### src/rtl/midi_running_status_reassembler_unit_macros.svh
// ----------------------------------------------------------------------------
// assertion macros for the running status reassembler
// ----------------------------------------------------------------------------
`ifndef MIDI_RUNNING_STATUS_REASSEMBLER_UNIT_MACROS_SVH
`define MIDI_RUNNING_STATUS_REASSEMBLER_UNIT_MACROS_SVH
`ifndef SYNTHESIS
// same-cycle implication, checked out of reset
`define MRSR_ASSERT_IMP(label, clk, rst_n, ante, cons, msg) \
  label: assert property (@(posedge clk) disable iff (!rst_n) (ante) |-> (cons)) \
    else $error(msg);
// next-cycle implication, checked out of reset
`define MRSR_ASSERT_NXT(label, clk, rst_n, ante, cons, msg) \
  label: assert property (@(posedge clk) disable iff (!rst_n) (ante) |=> (cons)) \
    else $error(msg);
`else
`define MRSR_ASSERT_IMP(label, clk, rst_n, ante, cons, msg)
`define MRSR_ASSERT_NXT(label, clk, rst_n, ante, cons, msg)
`endif
`endif

### src/rtl/mrsr_pkg.sv
// ----------------------------------------------------------------------------
// mrsr_pkg
// shared types and constants of the running status reassembler
// ----------------------------------------------------------------------------
package mrsr_pkg;

  // message queue between front and back
  localparam int QDEPTH = 4;
  localparam int QPTR_W = $clog2(QDEPTH);
  localparam int QCNT_W = $clog2(QDEPTH + 1);

  // status byte codes and class bounds
  localparam logic [7:0] ST_NONE      = 8'h00;
  localparam logic [7:0] ST_PROG_LOW  = 8'hC0;
  localparam logic [7:0] ST_BEND_LOW  = 8'hE0;
  localparam logic [7:0] ST_SYS_LOW   = 8'hF0;
  localparam logic [7:0] ST_MTC_QF    = 8'hF1;
  localparam logic [7:0] ST_SONG_POS  = 8'hF2;
  localparam logic [7:0] ST_SONG_SEL  = 8'hF3;
  localparam logic [7:0] ST_TUNE_REQ  = 8'hF6;
  localparam logic [4:0] RT_PREFIX    = 5'b11111;

  // message lengths
  localparam logic [1:0] LEN_NONE  = 2'd0;
  localparam logic [1:0] LEN_ONE   = 2'd1;
  localparam logic [1:0] LEN_TWO   = 2'd2;
  localparam logic [1:0] LEN_THREE = 2'd3;

  // one whole message, bytes sent in order b0, b1, b2
  typedef struct packed {
    logic [1:0] len;
    logic [7:0] b0;
    logic [7:0] b1;
    logic [7:0] b2;
  } msg_t;

endpackage

### src/rtl/mrsr_front.sv
// ----------------------------------------------------------------------------
// mrsr_front
// takes received bytes, tracks running status and builds whole messages
// ----------------------------------------------------------------------------
module mrsr_front import mrsr_pkg::*; (
  input  logic       clk,
  input  logic       rst_n,
  input  logic       accept,
  input  logic [7:0] rx_byte,
  output logic       msg_push,
  output msg_t       msg
);

  logic [7:0] last_status_r, last_status_nxt;
  logic [7:0] running_r, running_nxt;
  logic       pending_r, pending_nxt;
  logic [6:0] first_data_r, first_data_nxt;
  logic       is_status, is_rt, held_class;

  assign is_status  = rx_byte[7];
  assign is_rt      = (rx_byte[7:3] == RT_PREFIX);
  // note on/off, poly aftertouch, control change, pitch bend keep a first data byte
  assign held_class = (running_r < ST_PROG_LOW) ||
                      ((running_r >= ST_BEND_LOW) && (running_r < ST_SYS_LOW));

  // classify the beat and work out the next state
  always_comb begin
    last_status_nxt = last_status_r;
    running_nxt     = running_r;
    pending_nxt     = pending_r;
    first_data_nxt  = first_data_r;
    msg.len = LEN_NONE;
    msg.b0  = rx_byte;
    msg.b1  = rx_byte;
    msg.b2  = rx_byte;
    priority if (is_rt) begin
      msg.len = LEN_ONE;
    end else if (is_status) begin
      last_status_nxt = rx_byte;
      running_nxt     = rx_byte;
      pending_nxt     = 1'b0;
      if (rx_byte == ST_TUNE_REQ) msg.len = LEN_ONE;
    end else if (pending_r) begin
      pending_nxt = 1'b0;
      msg.len = LEN_THREE;
      msg.b0  = last_status_r;
      msg.b1  = {1'b0, first_data_r};
    end else if (running_r == ST_NONE) begin
      msg.len = LEN_NONE;
    end else if (held_class) begin
      pending_nxt    = 1'b1;
      first_data_nxt = rx_byte[6:0];
    end else if (running_r < ST_BEND_LOW) begin
      msg.len = LEN_TWO;
      msg.b0  = last_status_r;
    end else begin
      // system common clears running status
      running_nxt = ST_NONE;
      if (running_r == ST_SONG_POS) begin
        pending_nxt    = 1'b1;
        first_data_nxt = rx_byte[6:0];
      end else if ((running_r == ST_MTC_QF) || (running_r == ST_SONG_SEL)) begin
        msg.len = LEN_TWO;
        msg.b0  = last_status_r;
      end
    end
  end

  assign msg_push = accept && (msg.len != LEN_NONE);

  // parser state
  always_ff @(posedge clk) begin
    if (!rst_n) begin
      last_status_r <= ST_NONE;
      running_r     <= ST_NONE;
      pending_r     <= 1'b0;
      first_data_r  <= 7'd0;
    end else if (accept) begin
      last_status_r <= last_status_nxt;
      running_r     <= running_nxt;
      pending_r     <= pending_nxt;
      first_data_r  <= first_data_nxt;
    end
  end

endmodule

### src/rtl/mrsr_queue.sv
// ----------------------------------------------------------------------------
// mrsr_queue
// short message queue between the front and the back
// ----------------------------------------------------------------------------
module mrsr_queue import mrsr_pkg::*; (
  input  logic clk,
  input  logic rst_n,
  input  logic wr_en,
  input  msg_t wr_msg,
  output logic q_full,
  input  logic rd_en,
  output msg_t rd_msg,
  output logic q_empty
);

  msg_t              slots_r [QDEPTH];
  logic [QPTR_W-1:0] wr_ptr_r, rd_ptr_r;
  logic [QCNT_W-1:0] count_r;
  logic              do_wr, do_rd;

  assign q_full  = (count_r == QCNT_W'(QDEPTH));
  assign q_empty = (count_r == '0);
  assign do_wr   = wr_en && !q_full;
  assign do_rd   = rd_en && !q_empty;
  assign rd_msg  = slots_r[rd_ptr_r];

  // slot storage
  always_ff @(posedge clk) begin
    if (do_wr) slots_r[wr_ptr_r] <= wr_msg;
  end

  // pointers and fill count
  always_ff @(posedge clk) begin
    if (!rst_n) begin
      wr_ptr_r <= '0;
      rd_ptr_r <= '0;
      count_r  <= '0;
    end else begin
      if (do_wr) wr_ptr_r <= wr_ptr_r + QPTR_W'(1);
      if (do_rd) rd_ptr_r <= rd_ptr_r + QPTR_W'(1);
      if (do_wr && !do_rd) count_r <= count_r + QCNT_W'(1);
      else if (do_rd && !do_wr) count_r <= count_r - QCNT_W'(1);
    end
  end

endmodule

### src/rtl/mrsr_back.sv
// ----------------------------------------------------------------------------
// mrsr_back
// sends each queued message one byte per beat, marking its last byte
// ----------------------------------------------------------------------------
`include "midi_running_status_reassembler_unit_macros.svh"
module mrsr_back import mrsr_pkg::*; (
  input  logic       clk,
  input  logic       rst_n,
  input  msg_t       q_msg,
  input  logic       q_empty,
  output logic       q_pop,
  output logic       empty,
  input  logic       pop,
  output logic [7:0] tx_byte,
  output logic       last_of_run
);

  msg_t       cur_r;
  logic [1:0] idx_r, idx_nxt;
  logic       busy_r, busy_nxt;
  logic       take, load;

  assign empty       = !busy_r;
  assign take        = pop && busy_r;
  assign last_of_run = (idx_r == (cur_r.len - 2'd1));
  assign load        = (!busy_r || (take && last_of_run)) && !q_empty;
  assign q_pop       = load;

  // byte select
  always_comb begin
    unique case (idx_r)
      2'd0:    tx_byte = cur_r.b0;
      2'd1:    tx_byte = cur_r.b1;
      default: tx_byte = cur_r.b2;
    endcase
  end

  // next index and busy flag
  always_comb begin
    idx_nxt  = idx_r;
    busy_nxt = busy_r;
    priority if (load) begin
      idx_nxt  = 2'd0;
      busy_nxt = 1'b1;
    end else if (take && last_of_run) begin
      busy_nxt = 1'b0;
    end else if (take) begin
      idx_nxt = idx_r + 2'd1;
    end
  end

  // current message
  always_ff @(posedge clk) begin
    if (load) cur_r <= q_msg;
  end

  always_ff @(posedge clk) begin
    if (!rst_n) begin
      idx_r  <= 2'd0;
      busy_r <= 1'b0;
    end else begin
      idx_r  <= idx_nxt;
      busy_r <= busy_nxt;
    end
  end

  // checks
  `MRSR_ASSERT_IMP(a_len_valid, clk, rst_n, busy_r, (cur_r.len != LEN_NONE) && (idx_r < cur_r.len), "byte index beyond message length")
  `MRSR_ASSERT_NXT(a_mid_stays, clk, rst_n, take && !last_of_run, busy_r && (idx_r == $past(idx_r) + 2'd1), "message cut short")
  `MRSR_ASSERT_IMP(a_load_src, clk, rst_n, q_pop, !q_empty && (!busy_r || (pop && last_of_run)), "load without a finished message")

endmodule

### src/rtl/midi_running_status_reassembler_unit.sv
// path: a byte that completes a message is written to the queue, then loaded into the
//   sender's current-message register; a message of n bytes gives n result beats
// throughput: one input byte per cycle while full is low, one result byte per cycle
//   while pop is high; a four-message queue between parser and sender absorbs bursts
// reset: synchronous, active low; clears running status, pending flag and queue
// ----------------------------------------------------------------------------
// midi_running_status_reassembler_unit
// rebuilds whole messages from a received byte stream under running status
// ----------------------------------------------------------------------------
module midi_running_status_reassembler_unit import mrsr_pkg::*; (
  input  logic       clk,
  input  logic       rst_n,
  input  logic       push,
  output logic       full,
  input  logic [7:0] in_rx_byte,
  output logic       empty,
  input  logic       pop,
  output logic [7:0] out_tx_byte,
  output logic       out_last_of_run
);

  logic accept, msg_push, q_full, q_empty, q_pop;
  msg_t msg, q_msg;

  assign full   = q_full;
  assign accept = push && !q_full;

  // parser
  mrsr_front u_front (
    .clk      (clk),
    .rst_n    (rst_n),
    .accept   (accept),
    .rx_byte  (in_rx_byte),
    .msg_push (msg_push),
    .msg      (msg)
  );

  // message queue
  mrsr_queue u_queue (
    .clk     (clk),
    .rst_n   (rst_n),
    .wr_en   (msg_push),
    .wr_msg  (msg),
    .q_full  (q_full),
    .rd_en   (q_pop),
    .rd_msg  (q_msg),
    .q_empty (q_empty)
  );

  // byte sender
  mrsr_back u_back (
    .clk         (clk),
    .rst_n       (rst_n),
    .q_msg       (q_msg),
    .q_empty     (q_empty),
    .q_pop       (q_pop),
    .empty       (empty),
    .pop         (pop),
    .tx_byte     (out_tx_byte),
    .last_of_run (out_last_of_run)
  );

endmodule

### config.mk
export PLATFORM = sky130hd
export DESIGN_NAME = midi_running_status_reassembler_unit
export DESIGN_NICKNAME = d
export VERILOG_FILES = /design/src/rtl/mrsr_pkg.sv /design/src/rtl/mrsr_front.sv /design/src/rtl/mrsr_queue.sv /design/src/rtl/mrsr_back.sv /design/src/rtl/midi_running_status_reassembler_unit.sv
export VERILOG_INCLUDE_DIRS = /design/src /design/src/rtl
export SDC_FILE = /design/constraint.sdc
export NUM_CORES = 1
export LEC_CHECK = 0
export BUFFER_PORTS_ARGS = -buffer_cell sky130_fd_sc_hd__buf_2
export CORE_MARGIN = 2
export CORE_UTILIZATION = 45
export CTS_CLUSTER_SIZE = 30
export DETAILED_ROUTE_END_ITERATION = 8
export SLEW_MARGIN = 20
export SYNTH_ARGS = -nofsm -noshare
export SYNTH_HDL_FRONTEND = slang
export SYNTH_SLANG_ARGS = --single-unit
### constraint.sdc
create_clock -name clk -period 7.5 [get_ports clk]
set_clock_uncertainty 0.2 [all_clocks]
set_input_delay 1.5 -clock clk [delete_from_list [all_inputs] [get_ports clk]]
set_output_delay 1.5 -clock clk [all_outputs]
set_load 0.01 [all_outputs]
After elaboration in Yosys (flattened, before gate mapping)
Memories as Yosys holds them, arrays and structs flattened. A register that Yosys moved wholly into a read port is not among the register bits.
Index checks and enable logic that the tools add are counted.
{"block": "word_totals", "mem_count": 1, "output_inout_bits": 11, "mem_bits_rw": 104, "register_bits": 34, "wordCells": 104}
{"memory": "u_queue.slots_r", "depth": 4, "width": 26, "rd": 1, "rd_ports_with_merged_regs": 1, "write_ports": 1, "line_no": "mrsr_queue.sv:16", "text": "msg_t slots_r [QDEPTH];"}
{"block": "classes", "n_reduce_logical": 31, "n_bitwise": 6, "n_mux": 34, "order_cmp": 4, "n_eq_ne": 13, "add_sub_neg": 6}
{"op": "two-way mux 10 bit", "count": 5}
{"op": "two-way mux 8 bit", "count": 6}
{"op": "equality test 8 bit, second input constant", "count": 4}
{"op": "two-way mux 16 bit", "count": 2}
{"op": "two-way mux 7 bit", "count": 4}
{"op": "less-than comparator 8 bit, second input constant", "count": 3}
{"op": "case mux 8 bit (2 select lines)", "count": 1}
{"op": "two-way mux 1 bit", "count": 11}
{"op": "logical AND 1 bit", "count": 10}
{"op": "greater-or-equal comparator 8 bit, second input constant", "count": 1}
{"op": "logical NOT 8 bit", "count": 1}
{"op": "!= test 2 bit, second input constant", "count": 4}
{"op": "nonzero test 2 bit", "count": 4}
{"op": "AND reduction 7 bit", "count": 1}
{"op": "adder 2 x 1 -> 2 bit, second input constant", "count": 3}
{"op": "two-way mux 2 bit", "count": 3}
{"op": "two-way mux 3 bit", "count": 2}
{"op": "inverter 1 bit", "count": 6}
{"op": "AND reduction 6 bit", "count": 1}
{"op": "equality test 5 bit, second input constant", "count": 1}
{"op": "logical NOT 1 bit", "count": 5}
{"op": "AND reduction 2 bit", "count": 2}
{"op": "adder 3 x 1 -> 3 bit, second input constant", "count": 1}
{"op": "equality test 3 bit, second input constant", "count": 1}
{"op": "other kinds (10)", "count": 12}

Logic depth before layout (Yosys ltp)
Gate-level depths: netlist of the first run.
{"block": "logic_depth", "depth_word": 17, "depth_mapped": 12}

Modules after synthesis
A second synthesis of the first run with hierarchy kept.
{"block": "unflattened", "cells_unflattened": 422, "area_unflattened_um2": 6691.4}
{"mod": "mrsr_queue", "area_per_inst_um2": 4257.8, "n_inst": 1, "cells_each": 184, "seq_area_each_um2": 3303.2}
{"mod": "mrsr_front", "area_per_inst_um2": 1260.0, "n_inst": 1, "cells_each": 154, "seq_area_each_um2": 480.5}
{"mod": "mrsr_back", "area_per_inst_um2": 1159.9, "n_inst": 1, "cells_each": 83, "seq_area_each_um2": 840.8}
{"mod": "midi_running_status_reassembler_unit", "area_per_inst_um2": 13.8, "n_inst": 1, "cells_each": 1, "seq_area_each_um2": 0.0}

Worst setup path after synthesis of the first run
OpenSTA, ideal clock, no wires.
{"block": "synth_path", "path_type": "input to register", "from": "input port pop", "to": "register u_queue.count_r[2]", "required_time_ps": 7230, "setup_ps": 70, "t_arrival_ps": 3564, "n_path_buf": 0, "cell_stages": 10, "path_slack_ps": 3665, "path_cell_list": "nand2_1 or3_4 a31oi_4 inv_1 ha_1 inv_1 fa_1 xor2_1 or3_1 a21oi_1"}
{"block": "synth_via", "elab_chain_cells": 8, "elab_cells_between_ends": 10, "cone_classes": "mux (1); reduce/logical (9)"}
{"element": "start: declaration", "line_no": "midi_running_status_reassembler_unit.sv:17", "text": "input logic pop,"}
{"element": "logical AND 1 bit *", "line_no": "mrsr_back.sv:24", "text": "assign take = pop && busy_r;"}
{"element": "logical AND 1 bit *", "line_no": "mrsr_back.sv:26", "text": "assign load = (!busy_r || (take && last_of_run)) && !q_empty;"}
{"element": "logical OR 1 bit *", "line_no": "mrsr_back.sv:26"}
{"element": "logical AND 1 bit *", "line_no": "mrsr_back.sv:26"}
{"element": "named net q_pop", "line_no": "midi_running_status_reassembler_unit.sv:22", "text": "logic accept, msg_push, q_full, q_empty, q_pop;"}
{"element": "logical AND 1 bit *", "line_no": "mrsr_queue.sv:24", "text": "assign do_rd = rd_en && !q_empty;"}
{"element": "logical NOT 1 bit", "line_no": "mrsr_queue.sv:41", "text": "if (do_wr && !do_rd) count_r <= count_r + QCNT_W'(1);"}
{"element": "logical AND 1 bit", "line_no": "mrsr_queue.sv:41"}
{"element": "two-way mux 3 bit or nonzero test 2 bit (tied branches)"}
{"element": "end signal: assignment", "line_no": "mrsr_queue.sv:41"}
{"element": "end signal: assignment", "line_no": "mrsr_queue.sv:42", "text": "else if (do_rd && !do_wr) count_r <= count_r - QCNT_W'(1);"}
{"element": "end: declaration", "line_no": "mrsr_queue.sv:18", "text": "logic [QCNT_W-1:0] count_r;"}
The timed path passes the listed nets; every way through them passes the cells marked *.
A chain may end at the register's enable or synchronous reset.

==> results.yml, run 1 <==
layout:
  final_nets: 443
  final_cells: 616
  drive_gt1_share_pct: 22.9
  diodes: 0
  syn_to_final_growth_pct: 14.6
power_and_ir_drop:
  p_per_area_nw_per_um2: 338
  leakage_nw: 2.44
  peakVddDrop_mv: 0.136
yosys:
  syn_area_per_cell_sq_um: 16.0
  syn_nets: 411
  synthCells: 391
  synth_edf_count: 125
  synth_area_leaders: "edfxtp_1 (60%), dfxtp_1 (11%), mux4_2 (9.0%)"
  yosysSeqAreaShare_pct: 70.7
  yosysWarnings: 0
  synth.top_cell.area_share_pct: 59.8
  ys_async_sr_fraction_pct: 0
  synth-seq-cells: 159
  post-synth-top-area-cell: "edfxtp_1"
  synth_ff_type: "edfxtp_1"
  yosys.cell_types.count: 49
  synth_area_sq_um: 6270
route:
  drc_errors: 0
  drt_pass1_iterations: 4
  viasPerCell: 5.40
  ant_nets: 0
  first_iter_violations: 266
  vias: 3326
  wire_per_inst_microns: 18.9
  wirelength_mm: 11.6
timing:
  setup_viol: 0
  fin_tns_setup_ps: 0
  min_period_ps: 4220
  rsz0062_at_grt: "false"
  period_share_pct: 56.2
  final-hold-violation-count: 0
  relSlewSlack_pct: 39.8
  fmax_ghz: 0.237
  worstMarginPinSlew_ps: 901
  slew_viol_final: 0
  holdWs_ps: 256
place:
  routabilityCongestion: 0.789
  placed_cells: 584
  portBuffers: 22
  hpwl_mm: 7.12
setup_path:
  crit_arrival_ps: 4350
  path_class: "in -> reg"
  cp-start-kind: "input port"
  critical_path.endpoint_type: "register"
  required_ps: 7630
  crit_path_max_fanout: 12
die:
  coreArea_sq_um: 13800
  die_height_microns: 122
  pin_count: 23
  rows: 43
  start_util_pct: 45.5
  die-area_sq_um: 14900
  die_w_microns: 122
cts:
  htreeDepth: 4
  cts.repair.resized: 0
  post_cts_buffers: 0
  clock_latency_ps: 410
  cts_buffer_depth: 2
  cts_tree: "built"
  numCtsBuffers: 17
  clkTransAtPathRegs_ps: 60
  numClockSinks: 159
  cts_hold_buf: 0
  root_buffer: "clkbuf_16"
run:
  maxCapViolCount: 0
grt:
  grt_util_all_layers_pct: 16.9
  overflow: 0
  grt_antenna_before_repair: 0
  grt_start_max_net_pins: 31
  grt_pass1_wl_mm: 18.1
  grt_pass1_vias: 3350
outcome:
  outcome: "finished clean"
worst_hold_path:
  hold_class: "reg -> reg"
==> cells in the final DEF (no fill, tap or decap), types with 2 or more instances in the layout <==
cell type    n
clkinv_2     3
and2_1       7
a22oi_1      7
and3_1       2
inv_1       12
o21ai_0      6
clkbuf_8     5
buf_4        6
clkbuf_1     4
ha_1         7
a21oi_1     21
nor2_1      19
clkbuf_16   19
nand2_1     47
buf_2       22
mux4_2      25
nand3_1      3
mux2_2      13
xor2_1       2
edfxtp_1   125
mux2i_1     11
xnor2_1      2
dfxtp_1     33
nand2b_1     2
nand4_1      2
nor3_1       5
==> layer usage <==
metal,wire (microns),global-route usage [%],part of all wire (%),up-vias
li1,-,-,-,1553
met1,5660,23.1,49,1694
met3,369,4.21,3.2,13
met4,153,6.75,1.3,0
met2,5440,26.1,47,66
met5,0,0,0,-
==> power by group <==
group / total [mW] / internal [mW] / switching, mW / leakage, nW
registers: 1.16 / 1.09 / 0.0751 / 1.42
clock network: 0.856 / 0.540 / 0.316 / 0.301
logic: 0.412 / 0.188 / 0.224 / 0.722
total: 2.43 / 1.82 / 0.615 / 2.44
==> registers in the layout (all words and copies together) (netlist names) <==
name / flops
u_back.busy_r: 1
u_back.cur_r: 25
u_back.idx_r: 2
u_front.first_data_r: 7
u_front.last_status_r: 8
u_front.pending_r: 1
u_front.running_r: 8
u_queue.count_r: 3
u_queue.rd_ptr_r: 2
u_queue.slots_r: 100
u_queue.wr_ptr_r: 2
==> cell families (layout without fill, tap and decap cells) <==
family | count (synthesis) | count (layout) | share of synthesized area (%)
compound gates | 49 | 49 | 5.19
xor+xnor | 4 | 4 | 0.559
fa+ha+maj | 8 | 8 | 1.72
buf+inv | 27 | 72 | 1.89
flops | 159 | 159 | 70.7
mux | 49 | 49 | 13.1
simple gates | 95 | 95 | 6.90
==> worst max-delay path: stages <==
cell      delay [ps]
buf_2            170
nor2b_1          660
a311oi_1          90
nor2_1           280
o21a_1           300
ha_1             230
inv_1             70
fa_1             440
xor2_1           170
or3_1            300
a21oi_1          130
==> cell usage after synthesis (2+ instances only) <==
cell type and number:
clkbuf_1 6, inv_1 12, buf_2 5, nor2_1 19
mux4_2 25, mux2i_1 11, o21ai_0 6, nand3_1 3
edfxtp_1 125, nand2_1 47, nor3_1 5, a22oi_1 7
nand4_1 2, nand2b_1 2, xor2_1 2, a21oi_1 21
dfxtp_1 34, and3_1 2, xnor2_1 2, and2_1 7
buf_1 2, ha_1 7, mux2_2 13
==> area by class of cell <==
| class | count | area [sq um] |
|---|---|---|
| Tap cell | 180 | 225 |
| Clock inverter | 4 | 45.0 |
| Fill cell | 1189 | 6590 |
| Clock buffer | 28 | 559 |
| Timing Repair Buffer | 28 | 155 |
| Inverter | 12 | 45.0 |
| Multi-Input combinational cell | 205 | 1720 |
| Sequential cell | 159 | 4440 |
==> final timing paths <==
check	depth (start not counted)	slack, ps	startpoint	to
worst max-delay path	11	3280	in_rx_byte[7]	u_queue.count_r[2]$_SDFFE_PN0P_
worst min-delay path	2	260	u_front.last_status_r[2]$_SDFFE_PN0P_	u_front.last_status_r[2]$_SDFFE_PN0P_
worst max register to register	10	4140	u_front.pending_r$_SDFFE_PN0P_	u_queue.count_r[2]$_SDFFE_PN0P_
worst min register to register	2	260	u_front.last_status_r[2]$_SDFFE_PN0P_	u_front.last_status_r[2]$_SDFFE_PN0P_
==> stage by stage <==
stage	power, mW	area, sq um	util (%)	worst slack, ps
floorplan	1.46	6270	-	3670
global placement	1.59	6580	47.8	3010
CTS	2.46	7190	52.2	3270
global route	2.54	7190	52.2	3080
finish	2.43	7190	52.2	3280
detailed placement	1.60	6580	47.8	2860
(Power assumes the default switching activity.)
==> inputs of run 2 (changes only) <==
==> constraint.sdc (replaced) <==
create_clock -name clk -period 3.6 [get_ports clk]
set_clock_uncertainty 0.2 [all_clocks]
set_input_delay 0.72 -clock clk [delete_from_list [all_inputs] [get_ports clk]]
set_output_delay 0.72 -clock clk [all_outputs]
set_load 0.01 [all_outputs]
==> run 2 against run 1 <==
  * Non-clock buffer count up 10
  * Register-to-register slack worse by 3400 ps
  * Combinational power increased by 120%
  * Sequential share of layout area fell by 0.47 points
  * Largest cell class unchanged
  * Highest routed layer unchanged
==> results.yml, run 2 (same netlist as run 1, synthesis figures left out) <==
setup_path:
  required_ps: 3730
  cp_cell_sequence: "buf_2 > and2_1 > a31oi_1 > nor2_1 > o21a_1 > ha_1 > inv_1 > fa_1 > xor2_1 > or3_1 > a21oi_1"
  cp-start-kind: "input port"
  critical_path.endpoint_type: "register"
  cp.depth: 11
  crit_arrival_ps: 3000
  regToRegStartpoint: "u_front.pending_r$_SDFFE_PN0P_"
  endpoint: "u_queue.count_r[2]$_SDFFE_PN0P_"
  ff2ff_path_depth: 10
  r2r-end: "u_queue.count_r[2]$_SDFFE_PN0P_"
  r2r_slack_ps: 730
  cp_slowest_cell: "fa_1"
  critical_path.top_delay_family: "simple AND/OR/NAND/NOR gates"
  crit_path_max_fanout: 10
  path_buf_inv: 2
  critPathLaunch: "in_rx_byte[4]"
  max_stage_delay_ps: 420
  path_class: "in -> reg"
die:
  coreArea_sq_um: 13800
  start_util_pct: 45.5
  die_height_microns: 122
  rows: 43
  die-area_sq_um: 14900
  pin_count: 23
  die_w_microns: 122
cts:
  numCtsBuffers: 17
  cts.repair.resized: 0
  post_cts_buffers: 0
  clock_latency_ps: 410
  root_buffer: "clkbuf_16"
  htreeDepth: 4
  cts_hold_buf: 0
  clkTransAtPathRegs_ps: 60
  cts_buffer_depth: 2
  numClockSinks: 159
  cts_tree: "built"
timing:
  worstMarginPinSlew_ps: 961
  setup_viol: 0
  holdWs_ps: 257
  period_share_pct: 79.7
  min_period_ps: 2870
  final-hold-violation-count: 0
  rsz0062_at_grt: "false"
  worst_slack_ps: 730
  slew_viol_final: 0
  fin_tns_setup_ps: 0
  relSlewSlack_pct: 35.9
  fmax_ghz: 0.348
power_and_ir_drop:
  power_mw: 5.10
  peakVddDrop_mv: 0.308
  p_per_area_nw_per_um2: 704
  leakage_nw: 2.48
place:
  dp_slack_ps: 357
  routabilityCongestion: 0.803
  hpwl_mm: 7.26
  portBuffers: 22
layout:
  final_nets: 453
  num-fill-cells: 1165
  reg.largest.list: "u_queue.slots_r: 100 flops, u_back.cur_r: 25 flops"
  syn_to_final_growth_pct: 15.4
  mostFrequentLayoutCell: "edfxtp_1"
  drive_gt1_share_pct: 23.9
  largest_reg_flops: 100
  top_register: "u_queue.slots_r"
  diodes: 0
  final_util_pct: 52.6
  regArea_sq_um: 4440
  final_cell_mix: "edfxtp_1 (125), nand2_1 (47), dfxtp_1 (33)"
  multi_input_area_sq_um: 1720
route:
  first_iter_violations: 292
  ant_nets: 0
  vias: 3348
  drt_pass1_iterations: 5
  wirelength_mm: 12.0
  drc_errors: 0
  viasPerCell: 5.37
  wire_per_inst_microns: 19.2
grt:
  grt_antenna_before_repair: 0
  grt_pass1_vias: 3433
  grt_util_all_layers_pct: 17.6
  grt_start_max_net_pins: 30
  overflow: 0
  grt_pass1_wl_mm: 18.8
outcome:
  outcome: "finished clean"
worst_hold_path:
  hold_class: "reg -> reg"
run:
  maxCapViolCount: 0
[run 2: cell count changes in the layout (fill, tap and decap cells not counted), sizes merged]
cell    before  now
buf         28   38
bufinv       1    4
clkbuf      28   21
clkinv       3    5
[run 2: routing by layer]
| metal | up-vias | share of wire (%) | global-route usage [%] |
|---|---|---|---|
| li1 | 1572 | - | - |
| met1 | 1710 | 45 | 23.3 |
| met2 | 57 | 50 | 28.9 |
| met3 | 9 | 3.4 | 3.93 |
| met4 | 0 | 0.93 | 6.25 |
| met5 | - | 0 | 0 |
[run 2: power by group]
group	internal (mW)	switching, mW	total [mW]
Sequential	2.27	0.126	2.39
Combinational	0.405	0.519	0.924
Clock	1.14	0.636	1.78
Total	3.81	1.28	5.10
[run 2: worst reg2reg max path: cells and delay by family, from the launching register on]
family / cells / cell delay, ps
AOI/OAI and AO/OA: 3 / 520
xor gates and xnor gates: 1 / 150
adders and majority gates: 2 / 650
buffers and inverters: 1 / 70
DFF: 1 / 410
and+or+nand+nor: 3 / 770
[run 2: stage by stage]
stage               area, sq um  cells
finish                     7240    624
global route               7240    624
CTS                        7240    624
detailed placement         6660    594
global placement           6660    594
floorplan                  6270    391
[run 2: final cells by class]
cell class	instances	area share (%)
sequential	159	61.3
multi-input combinational	205	23.8
clock buffer	21	6.08
timing repair buffer	38	3.18
tap	180	3.11
clock inverter	9	1.97
inverter	12	0.622
[run 2: worst min-delay path by stage]
stage | endpoint | cells past startpoint | start | slack (ps)
2_1_floorplan | u_front.last_status_r[7]$_SDFFE_PN0P_ | 2 | u_front.last_status_r[7]$_SDFFE_PN0P_ | 230
3_5_place_dp | u_front.last_status_r[3]$_SDFFE_PN0P_ | 2 | u_front.last_status_r[3]$_SDFFE_PN0P_ | 240
4_1_cts | u_front.last_status_r[3]$_SDFFE_PN0P_ | 2 | u_front.last_status_r[3]$_SDFFE_PN0P_ | 250
5_1_grt | u_front.last_status_r[5]$_SDFFE_PN0P_ | 2 | u_front.last_status_r[5]$_SDFFE_PN0P_ | 280
6_report | u_front.last_status_r[1]$_SDFFE_PN0P_ | 2 | u_front.last_status_r[1]$_SDFFE_PN0P_ | 260
3_3_place_gp | u_front.last_status_r[3]$_SDFFE_PN0P_ | 2 | u_front.last_status_r[3]$_SDFFE_PN0P_ | 240
